==> config.mk <==
export PLATFORM = sky130hd
export DESIGN_NAME = periodic_timer_table
export DESIGN_NICKNAME = d
export VERILOG_FILES = /design/src/design/ptt_pkg.sv /design/src/design/ptt_ram.sv /design/src/design/ptt_alu.sv /design/src/design/periodic_timer_table.sv
export SDC_FILE = /design/constraint.sdc
export NUM_CORES = 1
export LEC_CHECK = 0
export BUFFER_PORTS_ARGS = -buffer_cell sky130_fd_sc_hd__buf_2
export CAP_MARGIN = 10
export CELL_PAD_IN_SITES_DETAIL_PLACEMENT = 0
export CELL_PAD_IN_SITES_GLOBAL_PLACEMENT = 1
export CORE_MARGIN = 3
export CORE_UTILIZATION = 55
export CTS_CLUSTER_DIAMETER = 40
export DETAILED_ROUTE_END_ITERATION = 6
export GPL_ROUTABILITY_DRIVEN = 0
export PLACE_DENSITY_LB_ADDON = 0.1
export SLEW_MARGIN = 0
export SYNTH_ARGS = -nofsm -noshare
export SYNTH_HDL_FRONTEND = slang
export SYNTH_SLANG_ARGS = --single-unit
==> constraint.sdc <==
create_clock -name clk -period 9.5 [get_ports clk]
set_input_delay 1.425 -clock clk [delete_from_list [all_inputs] [get_ports clk]]
set_output_delay 1.425 -clock clk [all_outputs]
set_load 0.01 [all_outputs]
==> src/design/ptt_pkg.sv <==
// ptt_pkg: shared types and constants of the periodic timer table.
// Used by ptt_alu and periodic_timer_table. No dependencies.
`default_nettype none

package ptt_pkg;

  localparam int TIME_W = 32;
  localparam int SLOT_W = 4;
  localparam int KIND_W = 2;

  // Result kinds
  localparam logic [KIND_W-1:0] KIND_STARTED = 2'd0;
  localparam logic [KIND_W-1:0] KIND_FULL    = 2'd1;
  localparam logic [KIND_W-1:0] KIND_FIRED   = 2'd2;
  localparam logic [KIND_W-1:0] KIND_DONE    = 2'd3;

  // Operation codes
  localparam logic OP_START = 1'b0;
  localparam logic OP_TICK  = 1'b1;

  // One table entry as stored in the slot memory
  typedef struct packed {
    logic [TIME_W-1:0] due;
    logic [TIME_W-1:0] period;
    logic              one_shot;
  } entry_t;

  localparam int ENTRY_W = $bits(entry_t);

  // Sequencer states, one-hot
  typedef enum logic [2:0] {
    S_IDLE = 3'b001,
    S_FIND = 3'b010,
    S_TICK = 3'b100
  } state_t;

endpackage

`default_nettype wire

==> src/design/ptt_ram.sv <==
// ptt_ram: generic single-write, single-read RAM with registered read data.
// No dependencies.
`default_nettype none

module ptt_ram #(
  parameter int WIDTH = 8,
  parameter int DEPTH = 16,
  localparam int AW = (DEPTH > 1) ? $clog2(DEPTH) : 1
) (
  input  wire logic                  clk,
  input  wire logic                  we,
  input  wire logic [AW-1:0]         waddr,
  input  wire logic [WIDTH-1:0]      wdata,
  input  wire logic [AW-1:0]         raddr,
  output logic      [WIDTH-1:0]      rdata
);

  logic [WIDTH-1:0] mem [DEPTH];

  // write port
  always_ff @(posedge clk) begin
    if (we) begin
      mem[waddr] <= wdata;
    end
  end

  // registered read port
  always_ff @(posedge clk) begin
    rdata <= mem[raddr];
  end

endmodule

`default_nettype wire

==> src/design/ptt_alu.sv <==
// ptt_alu: the shared 32-bit add and unsigned compare unit.
// Depends on ptt_pkg.
`default_nettype none

module ptt_alu
  import ptt_pkg::*;
(
  input  wire logic [TIME_W-1:0] a,
  input  wire logic [TIME_W-1:0] b,
  input  wire logic [TIME_W-1:0] c,
  output logic      [TIME_W-1:0] sum,
  output logic                   le
);

  // wrap-around add: start due time or periodic reload
  assign sum = a + b;

  // due check: a at or below c, unsigned
  assign le = (a <= c);

endmodule

`default_nettype wire

==> src/design/periodic_timer_table.sv <==
// periodic_timer_table: top level, sequencer over the slot memory and shared unit.
// Depends on ptt_pkg, ptt_ram and ptt_alu.
`default_nettype none

// A word is taken when start is high and busy is low; busy stays high until
// the sequencer has issued every result of that word. Results come at most
// one per cycle on strobe and cannot be held off. A start probes one slot per
// cycle from slot 0 upward and stops at the lowest free slot, or after the
// last slot when the table is full. A tick reads one slot per cycle from the
// slot memory (registered read), checks it in the following cycle, reloads a
// due periodic slot via the shared adder or frees a due one-shot slot, and
// then issues the done result. Each result appears on the ports in the cycle
// after the sequencer decides it, so the final strobe coincides with busy low.
module periodic_timer_table
  import ptt_pkg::*;
#(
  parameter int SLOTS = 16
) (
  input  wire logic                 clk,
  input  wire logic                 rst,
  input  wire logic                 start,
  output logic                      busy,
  input  wire logic                 op,
  input  wire logic [31:0]          now_ms,
  input  wire logic [31:0]          interval_ms,
  input  wire logic                 run_once,
  output logic                      strobe,
  output logic      [1:0]           kind,
  output logic      [3:0]           slot,
  output logic                      freed,
  output logic                      last
);

  localparam int IW = (SLOTS > 1) ? $clog2(SLOTS) : 1;
  localparam logic [IW-1:0] LAST_IDX = IW'(SLOTS - 1);

  state_t              state;
  logic [SLOTS-1:0]    valid;
  logic [IW-1:0]       rd_idx;
  logic                rd_on;
  logic                ev_vld;
  logic [IW-1:0]       ev_idx;
  logic [TIME_W-1:0]   now_r;
  logic [TIME_W-1:0]   ival_r;
  logic                once_r;

  logic                accept;
  logic                ram_we;
  logic [IW-1:0]       ram_waddr;
  entry_t              ram_wdata;
  entry_t              ram_rdata;
  logic [TIME_W-1:0]   alu_a;
  logic [TIME_W-1:0]   alu_b;
  logic [TIME_W-1:0]   alu_sum;
  logic                alu_le;
  logic                free_hit;
  logic                due_hit;

  assign accept = start && !busy;
  assign busy   = (state != S_IDLE);

  // slot memory: due time, period and one-shot flag
  ptt_ram #(
    .WIDTH(ENTRY_W),
    .DEPTH(SLOTS)
  ) u_ram (
    .clk   (clk),
    .we    (ram_we),
    .waddr (ram_waddr),
    .wdata (ram_wdata),
    .raddr (rd_idx),
    .rdata (ram_rdata)
  );

  // shared unit operands: start uses now+interval, tick uses due+period
  always_comb begin
    if (state == S_FIND) begin
      alu_a = now_r;
      alu_b = ival_r;
    end else begin
      alu_a = ram_rdata.due;
      alu_b = ram_rdata.period;
    end
  end

  ptt_alu u_alu (
    .a   (alu_a),
    .b   (alu_b),
    .c   (now_r),
    .sum (alu_sum),
    .le  (alu_le)
  );

  assign free_hit = (state == S_FIND) && !valid[rd_idx];
  assign due_hit  = (state == S_TICK) && ev_vld && valid[ev_idx] && alu_le;

  // memory write: new timer on start, reload of a periodic slot on tick
  always_comb begin
    ram_we    = 1'b0;
    ram_waddr = rd_idx;
    ram_wdata = '{due: alu_sum, period: ival_r, one_shot: once_r};
    if (free_hit) begin
      ram_we = 1'b1;
    end else if (due_hit && !ram_rdata.one_shot) begin
      ram_we    = 1'b1;
      ram_waddr = ev_idx;
      ram_wdata = '{due: alu_sum, period: ram_rdata.period, one_shot: 1'b0};
    end
  end

  // sequencer, valid bits and result strobe
  always_ff @(posedge clk) begin
    if (rst) begin
      state  <= S_IDLE;
      valid  <= '0;
      rd_idx <= '0;
      rd_on  <= 1'b0;
      ev_vld <= 1'b0;
      strobe <= 1'b0;
    end else begin
      strobe <= 1'b0;
      case (state)
        S_IDLE: begin
          rd_idx <= '0;
          if (accept) begin
            rd_on <= (op == OP_TICK);
            state <= (op == OP_TICK) ? S_TICK : S_FIND;
          end
        end
        S_FIND: begin
          if (free_hit) begin
            valid[rd_idx] <= 1'b1;
            strobe        <= 1'b1;
            state         <= S_IDLE;
          end else if (rd_idx == LAST_IDX) begin
            strobe <= 1'b1;
            state  <= S_IDLE;
          end else begin
            rd_idx <= rd_idx + 1'b1;
          end
        end
        S_TICK: begin
          ev_vld <= rd_on;
          if (rd_on) begin
            if (rd_idx == LAST_IDX) begin
              rd_on <= 1'b0;
            end else begin
              rd_idx <= rd_idx + 1'b1;
            end
          end
          if (due_hit) begin
            strobe <= 1'b1;
            if (ram_rdata.one_shot) begin
              valid[ev_idx] <= 1'b0;
            end
          end
          if (!rd_on && !ev_vld) begin
            strobe <= 1'b1;
            state  <= S_IDLE;
          end
        end
        default: begin
          state <= S_IDLE;
        end
      endcase
    end
  end

  // input word capture and ev stage index
  always_ff @(posedge clk) begin
    ev_idx <= rd_idx;
    if (accept) begin
      now_r  <= now_ms;
      ival_r <= interval_ms;
      once_r <= run_once;
    end
  end

  // result payload
  always_ff @(posedge clk) begin
    kind  <= KIND_DONE;
    slot  <= '0;
    freed <= 1'b0;
    last  <= 1'b1;
    case (state)
      S_FIND: begin
        if (free_hit) begin
          kind <= KIND_STARTED;
          slot <= SLOT_W'(rd_idx);
        end else begin
          kind <= KIND_FULL;
        end
      end
      S_TICK: begin
        if (due_hit) begin
          kind  <= KIND_FIRED;
          slot  <= SLOT_W'(ev_idx);
          freed <= ram_rdata.one_shot;
          last  <= 1'b0;
        end
      end
      default: begin
        kind <= KIND_DONE;
      end
    endcase
  end

  // checks
  a_fired_not_last: assert property (@(posedge clk) disable iff (rst)
    strobe && kind == KIND_FIRED |-> !last)
    else $error("fired result marked last");

  a_plain_results: assert property (@(posedge clk) disable iff (rst)
    strobe && (kind == KIND_FULL || kind == KIND_DONE) |-> slot == '0 && !freed)
    else $error("full or done result carries slot or freed");

  a_freed_fired: assert property (@(posedge clk) disable iff (rst)
    strobe && freed |-> kind == KIND_FIRED)
    else $error("freed set on a result that is not a firing");

  a_eval_in_tick: assert property (@(posedge clk) disable iff (rst)
    ev_vld |-> state == S_TICK)
    else $error("evaluation stage active outside a tick");

  a_accept_busy: assert property (@(posedge clk) disable iff (rst)
    accept |=> busy)
    else $error("busy not raised after accepting a word");

endmodule

`default_nettype wire
[After elaboration in Yosys (flattened, before gate mapping)]
Memory sizes are Yosys's and may differ from the RTL's. A register that Yosys moved wholly into a read port is not among the register bits.
Cells that the tools add are included.
Cells by class
  add/sub/neg operators: 2
  $lt $le $gt $ge: 5
  equality and inequality tests: 13
  multiplexer cells: 48
  bitwise logic cells: 3
  reductions and logical operators: 22
Operators with widths (count)
  33-bit two-way mux: 2
  32-bit two-way mux: 2
  16-bit two-way mux: 3
  32-bit adder: 1
  32-bit less-or-equal comparator: 1
  16-bit case mux with 2 select lines: 1
  4-bit two-way mux: 7
  1-bit two-way mux: 18
  16-bit AND: 1
  16-bit inverter: 1
  16-bit bitwise OR: 1
  3-bit two-way mux: 5
  4-bit case mux with 3 select lines: 1
  4-bit by 5-bit less-than comparator with 1-bit output, second input constant: 2
  2-bit inequality test, second input constant: 5
  1-bit logical AND: 9
  3-bit case mux with 3 select lines: 1
  1-bit binary-select mux with 4-bit select: 2
  1-bit demux with 4-bit select: 2
  4-bit by 1-bit >= comparator with 1-bit output, second input constant: 2
  4-bit case mux with 2 select lines: 1
  3-bit AND reduction: 2
  1-bit zero test: 5
  4-bit by 1-bit adder with 4-bit output, second input constant: 1
  13 further kinds: 17
Word-level totals
  flip-flop bits (word level): 103
  memory bits (writable): 1040
  output and inout port bits: 10
  memories kept: 1
Memory list
  u_ram.mem: depth 16, width 65, rd ports 1, clocked after memory_dff 1, write ports 1, RTL line ptt_ram.sv:18  | logic [WIDTH-1:0] mem [DEPTH];

[Logic depth before layout (Yosys ltp)]
  depth in word-level cells: 9
  depth in mapped cells: 18
  gate-level depth less buffers: 15

[Hierarchy]
A second synthesis with hierarchy kept.
Second synthesis, totals
  cells, all modules: 2522
  area total of the unflattened synthesis: 47835.9 sq um
By module, submodules not included
  ptt_ram: instances 1, cells each 1673, area an instance 40239.8 sq um
  periodic_timer_table: instances 1, cells each 502, area an instance 5132.4 sq um
  ptt_alu: instances 1, cells each 347, area an instance 2463.6 sq um

[Worst setup path after synthesis]
Ideal clock, no wire load.
  path kind: reg2reg
  start: register state[1]
  end: memory u_ram.mem[9][0] (netlist name), enable pin
  arrival time: 6745 ps
  path slack: 2246 ps
  cell stages (with the launch flop): 19
  clock period less this slack: 7254 ps
  path through: dfxtp_1 > nor3b_1 > buf_1 > inv_2 > clkbuf_1 > clkbuf_1 > nand2_1 > o21ai_1 > ha_1 > nand4_1 > nor4_1 > nand3_1 > nand2_1 > a2bb2oi_1 > and3_1 > clkbuf_1 > clkbuf_1 > nand2_1 > a21oi_1
On the way
  cells in the longest elaborated chain, start to end: 9
  elaborated cells between the ends (all ways): 15
  those cells by class: 1 x order compare; 2 x eq/ne; 7 x mux; 5 x reduce/logical
RTL lines
  start: declaration: RTL line periodic_timer_table.sv:37  | state_t state;
  start signal: assignment: RTL line periodic_timer_table.sv:127  | state <= (op == OP_TICK) ? S_TICK : S_FIND;
  3-bit by 2-bit == test with 1-bit output / 3-bit == test (equally long branches): RTL line periodic_timer_table.sv:77, periodic_timer_table.sv:94, periodic_timer_table.sv:95
  32-bit two-way mux / 1-bit logical AND (equally long branches): RTL line periodic_timer_table.sv:77, periodic_timer_table.sv:95
  32-bit less-or-equal comparator / 1-bit logical AND (equally long branches): RTL line ptt_alu.sv:19, periodic_timer_table.sv:95
  1-bit logical AND: RTL line periodic_timer_table.sv:95  | assign due_hit = (state == S_TICK) && ev_vld && valid[ev_idx] && alu_le;
  1-bit logical AND: RTL line periodic_timer_table.sv:104  | end else if (due_hit && !ram_rdata.one_shot) begin
  1-bit two-way mux: RTL line periodic_timer_table.sv:104
  1-bit two-way mux: RTL line periodic_timer_table.sv:102  | if (free_hit) begin
  1-bit two-way mux: RTL line ptt_ram.sv:22  | if (we) begin
  1-bit two-way mux (implied by the code): RTL line ptt_ram.sv:23  | mem[waddr] <= wdata;
  end: declaration: RTL line ptt_ram.sv:18
Parallel ways exist; a longest one is shown, timed or not.

[Final worst setup path]
  start: register state[2]
  end: memory u_ram.mem[3][51] (netlist name), enable pin
Same word-level chain as after synthesis.

==> key figures <==
Min path
  – Min-delay worst type: reg -> reg
  – Worst Hold Launch: ev_vld

Logic synthesis
  – Library cells used by synthesis: 62
  – Simple-gate share of the synthesized area: ~2.8%
  – Mux share of post-synthesis cell area: 16.66%
  – Synthesized area per cell: slightly above 20 um2
  – Seq/Total Area, Yosys: 74.11%
  – Top FF cell, synth: edfxtp_1
  – Synth Area in Compound Gates: under 10%
  – Syn Inst Count: around 2300
  – Largest family of logic cells by synthesized area: multiplexers
  – Share of flip-flops with an asynchronous set or reset: 0%
  – Yosys reg bits: 1208
  – Largest area contributor in the netlist: edfxtp_1
  – Area of the mapped netlist: 47560 um2
  – Yosys top cell area share: 69.77%
  – Synth warnings: 0
  – Synth area leaders: edfxtp_1, mux4_2, dfxtp_1, ha_1, nand2_1
  – Post-synth EDFFs: 1105
  – Syn nets: ~2500
  – Adder-Cell Fraction of Synth Area: around 1.8%
  – XOR/XNOR share of the synthesized area: 0.4236%

Worst setup path
  – CP startpoint: state[2]
  – CP max stage cell: a21oi_4
  – Most common cell on crit path: nand3_1
  – Critical Path RT: approximately 9.8 ns
  – Critical Path AT: about 6.6 ns
  – Setup Crit Path Kind: reg -> reg
  – Max incr delay on CP: between 0.8 and 0.9 ns
  – Crit Path Max Fanout: roughly 60
  – Critical Path Source Type: flop
  – Worst R2R Start: state[2]
  – Worst-path cell chain: nor3b_2, inv_4, mux2i_1, inv_1, ha_1, nand4_1, nor4_1, nand3_1, nand2_1, a2bb2oi_1, and3_2, nand3_1, a21oi_4, buf_4
  – Critical Path End Type: flop

Global route
  – First-pass GRT wire length: approximately 170000 um
  – Grt ovf: 0
  – Vias in the first global route: 23740
  – Gr usage total: around 26%
  – Initial antenna violation count: 2
  – Largest net degree at the start of global routing: between 100 and 150

STA
  – Minimum clock period: approximately 6.3 ns
  – Worst slew pin tran: approximately 1.2 ns
  – Worst Skew: roughly 0.021 ns
  – RSZ-0062 raised after global routing: false
  – Crit share post-route: approximately 66%
  – Final Hold Viols: 0
  – Fmax: 159.6 MHz
  – Setup TNS: 0 ns
  – Max Slew Vio Count: 0
  – Finish-stage setup viols: 0
  – Max_slew headroom: 18.17%

Final layout
  – Layout overhead on the synthesized area: 15.30%
  – Nets: 2658
  – Layout cells sized above 1: between 20 and 30%
  – FILL cells: ~5800

Drt
  – Total number of vias: about 24000
  – DR WL/cell: 29.98 um
  – Pre-antenna DRT Iters: 5
  – 1st-iter DRT viols: around 2700
  – # DRC: 0
  – Total Wirelength: ~110000 um
  – Final ANT Viol Nets: 0
  – Vias per cell: ~6.3

Floorplanning
  – Die width: roughly 300 um
  – FP Rows: 107
  – CORE AREA: between 80000 and 90000 um2
  – Initial Utilization: a little under three fifths
  – Chip height: between 300 and 400 um
  – Boundary Pins: 79
  – Die ar.: ~90000 um2

CTS
  – Setup Fix Bufs, Post-CTS: 0
  – Clk buf depth: 3
  – Clock Pin Slew Worst Setup and Hold Paths: around 0.05 ns
  – Cts hold-fix bufs: 0
  – CTS tree: built
  – Inserted Clock Buffers: ~150
  – CTS root buf: clkbuf_16
  – H-tree Lvls: 4
  – Post-cts resize count: 0
  – CTS sink count: between 1000 and 1500
  – Clock Latency Late Sink: slightly above 0.7 ns

Power
  – Max IR drop VDD: between 0.2 and 0.25 mV
  – Clock Power Share: between 40% and 50%
  – Int Power: 9.710 mW
  – Sw frac: 20.96%
  – Share of power burned in registers: between 40% and 50%
  – Pleak: 17.92 nW
  – Post-layout total power: 12.28 mW
  – P per Cell Area: between 200 and 250 nW/um2
  – Gate power share: between 4 and 5%
  – Net Sw Power: between 2 and 3 mW

Status
  – Run status: completed

Job
  – Max_cap viols: 0

Placed design
  – DPL Wire Length: between 70000 and 80000 um
  – I/O Buffers: 78
==> synth_stat cells (7+ instances only) <==
library cell and number:
nor3_1 8, and3_1 11, o21ai_0 9, nand3_1 14, nor2_1 49, xor2_1 7
buf_1 36, clkbuf_1 63, mux2_1 31, nor2b_1 9, o21a_1 11, a31oi_1 10
edfxtp_1 1105, a211oi_1 22, ha_1 67, xnor2_1 16, a21o_1 22, nand4_1 11
mux4_2 335, a21oi_1 65, o21ai_1 43, dfxtp_1 103, inv_1 47, nand2_1 161
==> flip-flops by register name, summed over array words and instances, names as in the netlist <==
name / flops
u_ram.mem: 1040
u_ram.rdata: 65
ival_r: 32
now_r: 32
valid: 16
ev_idx: 4
rd_idx: 4
slot: 4
state: 3
kind: 2
ev_vld: 1
freed: 1
last: 1
once_r: 1
rd_on: 1
strobe: 1
==> critical path: cells and delay by family (launching register included) <==
family,cells,cell delay [ns]
multiplexers,1,0.33
flip-flops,1,0.42
AO/OA/AOI/OAI,2,1.13
AND/OR/NAND/NOR,7,2.13
buffers and inverters,3,1.39
adder cells (fa/ha/maj),1,0.29
==> path summary, 6_finish.rpt <==
kind | cells after the start | slack, ns | end
max | 14 | 3.23 | u_ram.mem[3][51]
min reg2reg | 2 | 0.48 | ev_vld
max reg2reg | 14 | 3.23 | u_ram.mem[3][51]
min | 2 | 0.48 | ev_vld
==> layout make-up <==
type                    count  area, um2  share of cell area, %
diodes                      1      2.502               0.004564
clock buffers             183       4033                  7.354
clock inverters            94       1157                  2.111
inverters                  53      207.7                 0.3788
multi-input cells         970      11890                  21.68
flip-flops and latches   1208      35260                  64.29
well taps                1144       1431                  2.610
repair buffers            139      860.8                  1.570
==> cells in the final DEF (no fill, tap or decap), types with 7 or more instances in the layout <==
| master | instances |
|---|---|
| a211oi_1 | 22 |
| a21o_1 | 22 |
| a21oi_1 | 51 |
| a21oi_4 | 14 |
| a31oi_1 | 10 |
| and3_1 | 10 |
| buf_2 | 78 |
| buf_4 | 60 |
| bufinv_16 | 20 |
| clkbuf_1 | 22 |
| clkbuf_16 | 154 |
| clkbuf_8 | 7 |
| clkinv_1 | 10 |
| clkinv_2 | 25 |
| clkinv_4 | 7 |
| clkinvlp_4 | 7 |
| dfxtp_1 | 100 |
| edfxtp_1 | 1105 |
| ha_1 | 67 |
| inv_1 | 47 |
| inv_6 | 17 |
| mux2_1 | 31 |
| mux4_2 | 335 |
| nand2_1 | 161 |
| nand3_1 | 14 |
| nand4_1 | 11 |
| nor2_1 | 48 |
| nor2b_1 | 9 |
| nor3_1 | 8 |
| o21a_1 | 11 |
| o21ai_0 | 9 |
| o21ai_1 | 42 |
| xnor2_1 | 14 |
| xor2_1 | 7 |
==> per-stage QoR <==
step | hold slack [ns] | instances | utilization (%) | setup slack (ns) | area, um2
2_1_floorplan | 0.3290 | 2337 | - | 2.246 | 47560
3_3_place_gp | 0.4620 | 3501 | 58.00 | 3.382 | 49540
3_5_place_dp | 0.4720 | 3503 | 58.01 | 3.338 | 49550
4_1_cts | 0.4825 | 3780 | 64.09 | 3.282 | 54740
5_1_grt | 0.5026 | 3791 | 64.20 | 2.981 | 54830
6_report | 0.4837 | 3792 | 64.20 | 3.235 | 54840
==> kinds of logic (layout without fill, tap and decap cells) <==
kind of cell / Yosys count / in the layout
DFF: 1208 / 1208
other: 0 / 1
adders and majority gates: 68 / 68
xor gates and xnor gates: 23 / 23
AOI/OAI and AO/OA: 218 / 218
buffers and inverters: 159 / 469
and+or+nand+nor: 292 / 292
muxes: 369 / 369
==> metal layers <==
metal,vias up,part of all wire (%),global-route usage [%]
met5,-,0,0
met4,0,1.6,5.650
met3,132,11,7.719
met2,1078,44,36.40
met1,12580,44,40.87
li1,10030,-,-
==> power groups by stage <==
stage	logic, mW	registers [mW]	clock network [mW]
4_1_cts	0.488	5.99	5.90
3_3_place_gp	0.461	6.10	0
2_1_floorplan	0.287	6.07	0
3_5_place_dp	0.485	6.10	0
5_1_grt	0.549	5.98	6.14
6_report	0.503	5.99	5.80
Note: power is estimated with default switching activity, not from simulation.
